--- src/rtl/core/keyword_int_ident_lexer_assert.svh ---
// Assertion macros for the lexer RTL files, used by kil_queue.
// Needs nothing else; a file that asserts includes this header by name.
`ifndef KEYWORD_INT_IDENT_LEXER_ASSERT_SVH
`define KEYWORD_INT_IDENT_LEXER_ASSERT_SVH

// Same-cycle implication, checked on every rising edge outside reset.
`define KIL_ASSERT_NOW(label, clk, rst_n, cond, expr) \
    label: assert property (@(posedge clk) disable iff (!rst_n) (cond) |-> (expr)) \
        else $error("lexer assertion failed");

// Next-cycle implication, checked on every rising edge outside reset.
`define KIL_ASSERT_NEXT(label, clk, rst_n, cond, expr) \
    label: assert property (@(posedge clk) disable iff (!rst_n) (cond) |=> (expr)) \
        else $error("lexer assertion failed");

`endif

--- src/rtl/core/kil_pkg.sv ---
// Types and constants shared by the lexer front, token queue and back end.
// Depends on nothing.
`default_nettype none

package kil_pkg;

    typedef enum logic [3:0] {
        TOK_END    = 4'd0,
        TOK_FUNC   = 4'd1,
        TOK_EXT    = 4'd2,
        TOK_RET    = 4'd3,
        TOK_IF     = 4'd4,
        TOK_ELSE   = 4'd5,
        TOK_FOR    = 4'd6,
        TOK_INT    = 4'd7,
        TOK_IDENT  = 4'd8,
        TOK_SYMBOL = 4'd9
    } token_kind_t;

    typedef enum logic [1:0] {
        MODE_IDLE    = 2'd0,
        MODE_WORD    = 2'd1,
        MODE_COMMENT = 2'd2
    } scan_mode_t;

    localparam logic [7:0] CHAR_HASH  = 8'h23;
    localparam logic [7:0] CHAR_CR    = 8'h0D;
    localparam logic [7:0] CHAR_LF    = 8'h0A;
    localparam logic [7:0] CHAR_SPACE = 8'h20;
    localparam logic [7:0] CHAR_TAB   = 8'h09;

    localparam logic [62:0] INT_MAX = {63{1'b1}};

    localparam int KW_COUNT = 6;
    // Keyword spellings, first character in the low byte.
    localparam logic [63:0] KW_TEXT [KW_COUNT] = '{
        64'h0000_0000_006E_7566,
        64'h0000_6E72_6574_7865,
        64'h0000_0000_0074_6572,
        64'h0000_0000_0000_6669,
        64'h0000_0000_6573_6C65,
        64'h0000_0000_0072_6F66
    };
    localparam logic [7:0] KW_LEN [KW_COUNT] = '{8'd3, 8'd6, 8'd3, 8'd2, 8'd4, 8'd3};
    localparam token_kind_t KW_KIND [KW_COUNT] = '{
        TOK_FUNC, TOK_EXT, TOK_RET, TOK_IF, TOK_ELSE, TOK_FOR
    };

    // A word token. The value holds the INT value or the IDENT text.
    typedef struct packed {
        token_kind_t kind;
        logic [63:0] value;
        logic [7:0]  len;
        logic        ovf;
    } word_tok_t;

    // Everything one character can cause: a word token, then END or a SYMBOL.
    typedef struct packed {
        logic        has_word;
        word_tok_t   word;
        logic        has_sec;
        token_kind_t sec_kind;
        logic [7:0]  sec_sym;
    } tok_pair_t;

    localparam int QUEUE_DEPTH = 4;
    localparam int QUEUE_PTR_W = $clog2(QUEUE_DEPTH);
    localparam int QUEUE_CNT_W = $clog2(QUEUE_DEPTH + 1);

endpackage

`default_nettype wire

--- src/rtl/core/kil_front.sv ---
// Lexer front: scans one character per beat, tracks the current word and
// classifies it into token pairs. Depends on kil_pkg.
`default_nettype none

module kil_front #(
    parameter int WORD_CHARS_KEPT = 8
) (
    input  wire logic          clk,
    input  wire logic          rst_n,
    input  wire logic          accept,
    input  wire logic [7:0]    char_code,
    input  wire logic          end_of_input,
    output logic               push,
    output kil_pkg::tok_pair_t pair
);
    import kil_pkg::*;

    localparam int BUF_W = 8 * WORD_CHARS_KEPT;

    scan_mode_t        mode_reg, mode_next;
    logic [BUF_W-1:0]  buf_reg, buf_next;
    logic [7:0]        count_reg, count_next;
    logic              digits_reg, digits_next;
    logic [62:0]       acc_reg, acc_next;
    logic              ovf_reg, ovf_next;

    logic              is_digit, is_alnum, is_space, is_hash, is_eol;
    logic [BUF_W-1:0]  base_buf, add_buf;
    logic [7:0]        base_count, add_count;
    logic              base_digits, add_digits;
    logic [62:0]       base_acc, add_acc;
    logic              base_ovf, add_ovf;
    logic [66:0]       acc_times10;
    logic              kw_hit;
    token_kind_t       kw_kind;
    word_tok_t         word_tok;

    assign is_digit = (char_code >= 8'h30) && (char_code <= 8'h39);
    assign is_alnum = is_digit || ((char_code >= 8'h61) && (char_code <= 8'h7A))
                    || ((char_code >= 8'h41) && (char_code <= 8'h5A));
    assign is_space = (char_code == CHAR_SPACE)
                    || ((char_code >= CHAR_TAB) && (char_code <= CHAR_CR));
    assign is_hash  = (char_code == CHAR_HASH);
    assign is_eol   = (char_code == CHAR_LF) || (char_code == CHAR_CR);

    // A character that starts a word builds on a cleared word.
    always_comb
    begin
        if (mode_reg == MODE_WORD)
        begin
            base_buf    = buf_reg;
            base_count  = count_reg;
            base_digits = digits_reg;
            base_acc    = acc_reg;
            base_ovf    = ovf_reg;
        end
        else
        begin
            base_buf    = '0;
            base_count  = '0;
            base_digits = 1'b1;
            base_acc    = '0;
            base_ovf    = 1'b0;
        end
    end

    // value * 10 + digit in 67 bits; anything above bit 62 is an overflow.
    assign acc_times10 = ({4'b0, base_acc} << 3) + ({4'b0, base_acc} << 1)
                       + {63'b0, char_code[3:0]};

    always_comb
    begin
        add_buf = base_buf;
        for (int i = 0; i < WORD_CHARS_KEPT; i++)
        begin
            if (base_count == 8'(i))
            begin
                add_buf[8*i +: 8] = char_code;
            end
        end
        add_count  = (base_count == 8'hFF) ? base_count : base_count + 8'd1;
        add_digits = base_digits && is_digit;
        add_acc    = base_acc;
        add_ovf    = base_ovf;
        if (is_digit && base_digits && !base_ovf)
        begin
            if (acc_times10[66:63] != 4'b0)
            begin
                add_acc = INT_MAX;
                add_ovf = 1'b1;
            end
            else
            begin
                add_acc = acc_times10[62:0];
            end
        end
    end

    // Classification of the word held in the registers.
    always_comb
    begin
        kw_hit  = 1'b0;
        kw_kind = TOK_FUNC;
        for (int i = 0; i < KW_COUNT; i++)
        begin
            if ((count_reg == KW_LEN[i]) && (64'(buf_reg) == KW_TEXT[i]))
            begin
                kw_hit  = 1'b1;
                kw_kind = KW_KIND[i];
            end
        end
        word_tok = '0;
        if (kw_hit)
        begin
            word_tok.kind = kw_kind;
        end
        else if (digits_reg)
        begin
            word_tok.kind  = TOK_INT;
            word_tok.value = {1'b0, acc_reg};
            word_tok.ovf   = ovf_reg;
        end
        else
        begin
            word_tok.kind  = TOK_IDENT;
            word_tok.value = 64'(buf_reg);
            word_tok.len   = count_reg;
        end
    end

    always_comb
    begin
        mode_next = mode_reg;
        if (accept)
        begin
            if (end_of_input)
            begin
                mode_next = MODE_IDLE;
            end
            else
            begin
                unique case (mode_reg)
                    MODE_COMMENT:
                    begin
                        if (is_eol)
                        begin
                            mode_next = MODE_IDLE;
                        end
                    end
                    MODE_WORD, MODE_IDLE:
                    begin
                        if (is_alnum)
                        begin
                            mode_next = MODE_WORD;
                        end
                        else if (is_hash)
                        begin
                            mode_next = MODE_COMMENT;
                        end
                        else
                        begin
                            mode_next = MODE_IDLE;
                        end
                    end
                    default:
                    begin
                        mode_next = MODE_IDLE;
                    end
                endcase
            end
        end
    end

    always_comb
    begin
        push        = 1'b0;
        pair        = '0;
        pair.word   = word_tok;
        buf_next    = buf_reg;
        count_next  = count_reg;
        digits_next = digits_reg;
        acc_next    = acc_reg;
        ovf_next    = ovf_reg;
        if (accept)
        begin
            if (end_of_input || ((mode_reg != MODE_COMMENT) && is_alnum))
            begin
                // Either the word is dropped after END, or the character joins it.
                buf_next    = end_of_input ? '0 : add_buf;
                count_next  = end_of_input ? '0 : add_count;
                digits_next = end_of_input ? 1'b1 : add_digits;
                acc_next    = end_of_input ? '0 : add_acc;
                ovf_next    = end_of_input ? 1'b0 : add_ovf;
            end
            else if (mode_reg == MODE_WORD)
            begin
                buf_next    = '0;
                count_next  = '0;
                digits_next = 1'b1;
                acc_next    = '0;
                ovf_next    = 1'b0;
            end

            if (end_of_input)
            begin
                push          = 1'b1;
                pair.has_word = (mode_reg == MODE_WORD);
                pair.has_sec  = 1'b1;
                pair.sec_kind = TOK_END;
            end
            else if ((mode_reg != MODE_COMMENT) && !is_alnum)
            begin
                pair.has_word = (mode_reg == MODE_WORD);
                pair.has_sec  = !is_space && !is_hash;
                pair.sec_kind = TOK_SYMBOL;
                pair.sec_sym  = char_code;
                push          = pair.has_word || pair.has_sec;
            end
        end
    end

    always_ff @(posedge clk or negedge rst_n)
    begin
        if (!rst_n)
        begin
            mode_reg   <= MODE_IDLE;
            buf_reg    <= '0;
            count_reg  <= '0;
            digits_reg <= 1'b1;
            acc_reg    <= '0;
            ovf_reg    <= 1'b0;
        end
        else
        begin
            mode_reg   <= mode_next;
            buf_reg    <= buf_next;
            count_reg  <= count_next;
            digits_reg <= digits_next;
            acc_reg    <= acc_next;
            ovf_reg    <= ovf_next;
        end
    end

endmodule

`default_nettype wire

--- src/rtl/core/kil_queue.sv ---
// Short queue of token pairs between the lexer front and the back end.
// Depends on kil_pkg and the lexer assertion header.
`default_nettype none
`include "keyword_int_ident_lexer_assert.svh"

module kil_queue (
    input  wire logic          clk,
    input  wire logic          rst_n,
    input  wire logic          push,
    input  wire kil_pkg::tok_pair_t push_data,
    input  wire logic          pop,
    output kil_pkg::tok_pair_t pop_data,
    output logic               full,
    output logic               empty
);
    import kil_pkg::*;

    tok_pair_t              entries [QUEUE_DEPTH];
    logic [QUEUE_PTR_W-1:0] wr_ptr_reg, wr_ptr_next;
    logic [QUEUE_PTR_W-1:0] rd_ptr_reg, rd_ptr_next;
    logic [QUEUE_CNT_W-1:0] count_reg, count_next;

    assign full     = (count_reg == QUEUE_CNT_W'(QUEUE_DEPTH));
    assign empty    = (count_reg == '0);
    assign pop_data = entries[rd_ptr_reg];

    always_comb
    begin
        wr_ptr_next = wr_ptr_reg;
        rd_ptr_next = rd_ptr_reg;
        count_next  = count_reg;
        if (push)
        begin
            wr_ptr_next = (wr_ptr_reg == QUEUE_PTR_W'(QUEUE_DEPTH - 1)) ? '0
                        : wr_ptr_reg + 1'b1;
        end
        if (pop)
        begin
            rd_ptr_next = (rd_ptr_reg == QUEUE_PTR_W'(QUEUE_DEPTH - 1)) ? '0
                        : rd_ptr_reg + 1'b1;
        end
        if (push && !pop)
        begin
            count_next = count_reg + 1'b1;
        end
        else if (pop && !push)
        begin
            count_next = count_reg - 1'b1;
        end
    end

    always_ff @(posedge clk)
    begin
        if (push)
        begin
            entries[wr_ptr_reg] <= push_data;
        end
    end

    always_ff @(posedge clk or negedge rst_n)
    begin
        if (!rst_n)
        begin
            wr_ptr_reg <= '0;
            rd_ptr_reg <= '0;
            count_reg  <= '0;
        end
        else
        begin
            wr_ptr_reg <= wr_ptr_next;
            rd_ptr_reg <= rd_ptr_next;
            count_reg  <= count_next;
        end
    end

    `KIL_ASSERT_NOW(a_no_push_when_full, clk, rst_n, push, !full)
    `KIL_ASSERT_NOW(a_no_pop_when_empty, clk, rst_n, pop, !empty)
    `KIL_ASSERT_NEXT(a_count_up, clk, rst_n, push && !pop, count_reg == $past(count_reg) + 1'b1)
    `KIL_ASSERT_NEXT(a_count_down, clk, rst_n, pop && !push, count_reg == $past(count_reg) - 1'b1)

endmodule

`default_nettype wire

--- src/rtl/core/kil_back.sv ---
// Lexer back end: takes token pairs from the queue and presents them one
// token per beat on the output channel. Depends on kil_pkg.
`default_nettype none

module kil_back (
    input  wire logic          clk,
    input  wire logic          rst_n,
    input  wire logic          q_empty,
    input  wire kil_pkg::tok_pair_t q_data,
    output logic               q_pop,
    output logic               token_valid,
    input  wire logic          token_stall,
    output logic [3:0]         token_kind,
    output logic [62:0]        int_value,
    output logic               int_overflow,
    output logic [63:0]        word_text,
    output logic [7:0]         word_length,
    output logic [7:0]         symbol_code,
    output logic               last_of_run
);
    import kil_pkg::*;

    tok_pair_t pair_reg;
    logic      rem_word_reg, rem_word_next;
    logic      rem_sec_reg, rem_sec_next;
    logic      taken, cur_last;

    assign token_valid = rem_word_reg || rem_sec_reg;
    assign taken       = token_valid && !token_stall;
    assign cur_last    = !(rem_word_reg && rem_sec_reg);
    assign q_pop       = !q_empty && (!token_valid || (taken && cur_last));

    always_comb
    begin
        rem_word_next = rem_word_reg;
        rem_sec_next  = rem_sec_reg;
        if (q_pop)
        begin
            rem_word_next = q_data.has_word;
            rem_sec_next  = q_data.has_sec;
        end
        else if (taken)
        begin
            if (rem_word_reg)
            begin
                rem_word_next = 1'b0;
            end
            else
            begin
                rem_sec_next = 1'b0;
            end
        end
    end

    always_comb
    begin
        token_kind   = pair_reg.sec_kind;
        int_value    = '0;
        int_overflow = 1'b0;
        word_text    = '0;
        word_length  = '0;
        symbol_code  = pair_reg.sec_sym;
        last_of_run  = 1'b1;
        if (rem_word_reg)
        begin
            token_kind  = pair_reg.word.kind;
            symbol_code = '0;
            last_of_run = !rem_sec_reg;
            if (pair_reg.word.kind == TOK_INT)
            begin
                int_value    = pair_reg.word.value[62:0];
                int_overflow = pair_reg.word.ovf;
            end
            if (pair_reg.word.kind == TOK_IDENT)
            begin
                word_text   = pair_reg.word.value;
                word_length = pair_reg.word.len;
            end
        end
    end

    always_ff @(posedge clk)
    begin
        if (q_pop)
        begin
            pair_reg <= q_data;
        end
    end

    always_ff @(posedge clk or negedge rst_n)
    begin
        if (!rst_n)
        begin
            rem_word_reg <= 1'b0;
            rem_sec_reg  <= 1'b0;
        end
        else
        begin
            rem_word_reg <= rem_word_next;
            rem_sec_reg  <= rem_sec_next;
        end
    end

endmodule

`default_nettype wire

--- src/rtl/core/keyword_int_ident_lexer.sv ---
// Top level of the keyword, integer and identifier lexer.
// Depends on kil_pkg, kil_front, kil_queue and kil_back.
//
// Use: the char channel (char_valid, char_stall, char_code, end_of_input)
// takes one character or an end mark per beat. The token channel
// (token_valid, token_stall and the token fields) gives one token per beat.
// A word token leaves when the character after the word arrives, or at the
// end mark; that character may add a second token (a SYMBOL, or END).
// last_of_run marks the final token caused by one input beat.
// Throughput: one character per cycle on the input while the pair queue
// has room, and one token per cycle on the output while token_stall is low.
// The front scans each character, decimal accumulate included, in logic
// ahead of its state registers; the back end drains the four-entry queue.
// A token passes through a queue entry, then the back end pair register.
// char_stall rises when the pair queue is full, which happens only while the
// receiver holds token_stall; tokens already shown stay put until taken.
// Reset clears the scan state to idle with an empty word and empties the
// queue; no token is pending afterwards.
`default_nettype none

module keyword_int_ident_lexer #(
    parameter int WORD_CHARS_KEPT = 8
) (
    input  wire logic        clk,
    input  wire logic        rst_n,
    input  wire logic        char_valid,
    output logic             char_stall,
    input  wire logic [7:0]  char_code,
    input  wire logic        end_of_input,
    output logic             token_valid,
    input  wire logic        token_stall,
    output logic [3:0]       token_kind,
    output logic [62:0]      int_value,
    output logic             int_overflow,
    output logic [63:0]      word_text,
    output logic [7:0]       word_length,
    output logic [7:0]       symbol_code,
    output logic             last_of_run
);
    import kil_pkg::*;

    logic      accept;
    logic      push, pop, q_full, q_empty;
    tok_pair_t push_pair, pop_pair;

    assign char_stall = q_full;
    assign accept     = char_valid && !char_stall;

    kil_front #(
        .WORD_CHARS_KEPT(WORD_CHARS_KEPT)
    ) u_front (
        .clk         (clk),
        .rst_n       (rst_n),
        .accept      (accept),
        .char_code   (char_code),
        .end_of_input(end_of_input),
        .push        (push),
        .pair        (push_pair)
    );

    kil_queue u_queue (
        .clk      (clk),
        .rst_n    (rst_n),
        .push     (push),
        .push_data(push_pair),
        .pop      (pop),
        .pop_data (pop_pair),
        .full     (q_full),
        .empty    (q_empty)
    );

    kil_back u_back (
        .clk         (clk),
        .rst_n       (rst_n),
        .q_empty     (q_empty),
        .q_data      (pop_pair),
        .q_pop       (pop),
        .token_valid (token_valid),
        .token_stall (token_stall),
        .token_kind  (token_kind),
        .int_value   (int_value),
        .int_overflow(int_overflow),
        .word_text   (word_text),
        .word_length (word_length),
        .symbol_code (symbol_code),
        .last_of_run (last_of_run)
    );

endmodule

`default_nettype wire
--- config.mk ---
export PLATFORM = sky130hd
export DESIGN_NAME = keyword_int_ident_lexer
export DESIGN_NICKNAME = d
export VERILOG_FILES = /design/src/rtl/core/kil_pkg.sv /design/src/rtl/core/kil_front.sv /design/src/rtl/core/kil_queue.sv /design/src/rtl/core/kil_back.sv /design/src/rtl/core/keyword_int_ident_lexer.sv
export VERILOG_INCLUDE_DIRS = /design/src /design/src/rtl/core
export SDC_FILE = /design/constraint.sdc
export NUM_CORES = 1
export LEC_CHECK = 0
export BUFFER_PORTS_ARGS = -buffer_cell sky130_fd_sc_hd__buf_4
export CORE_MARGIN = 10
export CORE_UTILIZATION = 60
export DETAILED_ROUTE_END_ITERATION = 16
export PLACE_DENSITY = 0.8
export SYNTH_ARGS = -nofsm -noshare
export SYNTH_HDL_FRONTEND = slang
export SYNTH_SLANG_ARGS = --single-unit
--- constraint.sdc ---
create_clock -name clk -period 15 [get_ports clk]
set_input_delay 0.75 -clock clk [delete_from_list [all_inputs] [get_ports clk]]
set_output_delay 0.75 -clock clk [all_outputs]
set_load 0.02 [all_outputs]
==> results.md <==
* Run status: finished clean
* Area of the multi-input gates at 11800 um2
* Post-synth EDFFs at 438
* Post-Syn Area at 29200 um2
* Power share of the sequential group at 50.5%
* Vias in the first global route at 19800
* Layout net count at about 2500
* Initial antenna violation count at 2
* Yosys top cell area share at approximately 45%
* Combinational share of power at 21.7%
* Worst Reg-to-Reg Cells at 19
* Hold-fix buffers, CTS at 0
* Critical path origin: u_front.mode_reg[0]
* Pre-antenna DRT Iters at 6
* Chip height at 241 um
* Synth area leaders: edfxtp_1 45%, dfrtp_1 13%, mux4_2 6.8%, ha_1 5.8%, and2_1 4.9%
* Int Power at 3420 uW
* Clock Pin Slew Worst Setup and Hold Paths at roughly 70 ps
* Startpoint Class: register
* WP data arrival at 6250 ps
* Post-synth ARST share at 25.3%
* Ys flop type: edfxtp_1
* DRT antenna net count at 0
* PostCTS Resize Cnt at 0
* CTS tree: built
* Critical R2R Launch: u_front.mode_reg[0]
* Final Skew at about 16 ps
* Std cell rows at 80
* Most common cell after layout, fill and taps aside: edfxtp_1
* Pwr per Cell Area at 148 nW/um2
* Area Overhead vs Synth at 11.9%
* CP endpoint kind: register
* Switch Pwr at 1420 uW
* Slew HR at 11.9%
* Ports at 164
* Syn avg cell area at between 10 and 15 um2
* Crit path required time at 15480 ps
* Seq cells post-synth at 586
* Switching Fraction at 29.3%
* Fin crit share at 38.5%
* Initial core utilization at 61.0%
* Clk_lat worst skew at 590 ps
* Drt wl/cell at 25.0 um
* Max cap viols at 0
* Min Tclk post-route at 5770 ps
* IO Port Bufs at 163
* GRT Util Overall at 26.2%
* CTS buffer count at 52
* Hold Vio Cnt, Final at 0
* Max Fanout on Critical Path at 43
* Worst vdd ir at 0.128 mV
* DR DRC count at 0
* Post-DP HPWL at approximately 53000 um
* Util after Layout at 68.2%
* Leakage at around 0.013 uW
* Final setup fails at 0
* Most frequent cells in the layout: 438 x edfxtp_1, 228 x and2_1, 186 x buf_4, 174 x nand2_1, 145 x dfrtp_1
* Max Clock Freq at around 170 MHz
* RePlAce Congestion at 0.954
* Fillers at approximately 3200
* First-pass GRT wire length at about 120000 um
* Gr ovfl total at 0
* Die Wd at around 240 um
* Clock Tree Root: clkbuf_16
* Clk pwr share at ~28%
* Unrepaired setup endpoints after global routing: false
* Die area at roughly 58000 um2
* Synth warnings at 0
* Syn Inst Count at 2280
* Clock Sink Count at approximately 600
* Unique cell type count in the Yosys netlist at 72
* Routed WL at 76400 um
* Share of cells above drive strength 1 at 15.9%
* Via count at 20000
* Leading area contributor after synthesis: edfxtp_1
* Clock Tree Buf Depth at 3
* Total inserted antenna cells at 0
* H-tree depth at 2
* Sequential fraction of the synthesis area at 57.7%
* Hold Path Class: in2async
* Max reg flops at 352
* Vias per inst at 6.55
* Core area at 47900 um2
* Pins Over Slew Limit at 0
* Actual slew at the worst max-slew pin at roughly 1300 ps
* Worst setup path class: reg2reg
* Largest net degree at the start of global routing at 83
* Syn Nets at 2430
* Setup_tns at 0 ps
* Setup Fix Bufs, Post-CTS at 0
* Detailed router's first-iteration violation count at 2487
* Register area at approximately 17000 um2
worst max-delay path, cell delays in order, from the launching register on:
cell	delay (ps)
dfrtp_1	380
inv_1	110
nor2_4	590
nand2_1	200
xnor2_1	170
ha_1	180
a31o_2	210
ha_1	360
o211a_1	220
a21oi_1	110
or4_1	570
a211oi_1	340
a211oi_2	140
o21ai_1	420
o2111ai_1	150
a221oi_1	510
or3_1	190
buf_4	430
nor2_1	100
o31ai_1	240
per-layer routing:
| metal | vias to the layer above | part of all wire, % | global-route usage [%] |
|---|---|---|---|
| met5 | - | 0.046 | 0 |
| met4 | 4 | 2.7 | 7.46 |
| met3 | 143 | 8.3 | 3.97 |
| met2 | 864 | 48 | 42.8 |
| met1 | 10100 | 41 | 35.9 |
| li1 | 8947 | - | - |
final timing paths:
kind	endpoint	slack (ps)
max	u_front.acc_reg[8]	9230
min	u_back.rem_word_reg	140
max reg2reg	u_front.acc_reg[8]	9230
min reg2reg	u_queue.count_reg[2]	500
max in group asynchronous	u_front.acc_reg[53]	13330
min in group clk	u_back.rem_word_reg	420
logic make-up (layout without fill, tap and decap cells):
kind of cell	count (synthesis)	after routing	synth area share, %
mux	91	91	6.89
xor+xnor	61	61	1.83
simple gates	721	721	13.0
compound gates	533	533	12.7
flops	586	586	57.7
fa+ha+maj	137	137	5.92
buf+inv	151	312	2.05
power by group through the flow:
stage | registers, uW | logic (uW) | clock network (uW)
global placement | 2420 | 1020 | 0
finish | 2440 | 1050 | 1340
floorplan | 2370 | 762 | 0
detailed placement | 2460 | 1050 | 0
global route | 2480 | 1120 | 1410
CTS | 2450 | 1060 | 1350
synthesized netlist by cell type, types with 7 or more instances:
cell type and count:
a211oi_1 17, a21o_1 66, a21oi_1 113, a22o_1 77, a22oi_1 15, a31oi_1 8
and2_1 228, buf_1 8, clkbuf_1 107, dfrtp_1 147, edfxtp_1 438, ha_1 135
inv_1 27, mux4_2 88, nand2_1 175, nand2b_1 18, nand3_1 28, nand4_1 28
nor2_1 108, nor2b_1 25, nor3_1 37, nor4_1 18, o211ai_1 10, o21a_1 12
o21ai_0 82, o21bai_1 13, o221a_1 14, o31ai_1 56, or3_1 10, or4_1 7
xnor2_1 38, xor2_1 23
layout make-up:
cell class                      count  share of cell area [%]
Clock buffer                       64                    4.21
Clock inverter                     34                    1.06
Inverter                           27                   0.314
Multi-Input combinational cell   1543                    36.2
Sequential cell                   586                    51.6
Tap cell                          615                    2.35
Timing Repair Buffer              187                    4.30
metrics by stage:
stage | instance area (um2) | std cells | total power (uW) | hold slack (ps) | setup slack (ps)
2_1_floorplan | 29200 | 2280 | 3130 | 453 | 8320
3_3_place_gp | 31000 | 2958 | 3440 | 479 | 9570
3_5_place_dp | 31000 | 2958 | 3520 | 490 | 9350
4_1_cts | 32700 | 3056 | 4860 | 181 | 9330
5_1_grt | 32700 | 3056 | 5010 | 169 | 8790
6_report | 32700 | 3056 | 4830 | 137 | 9230
(Power assumes the default switching activity.)
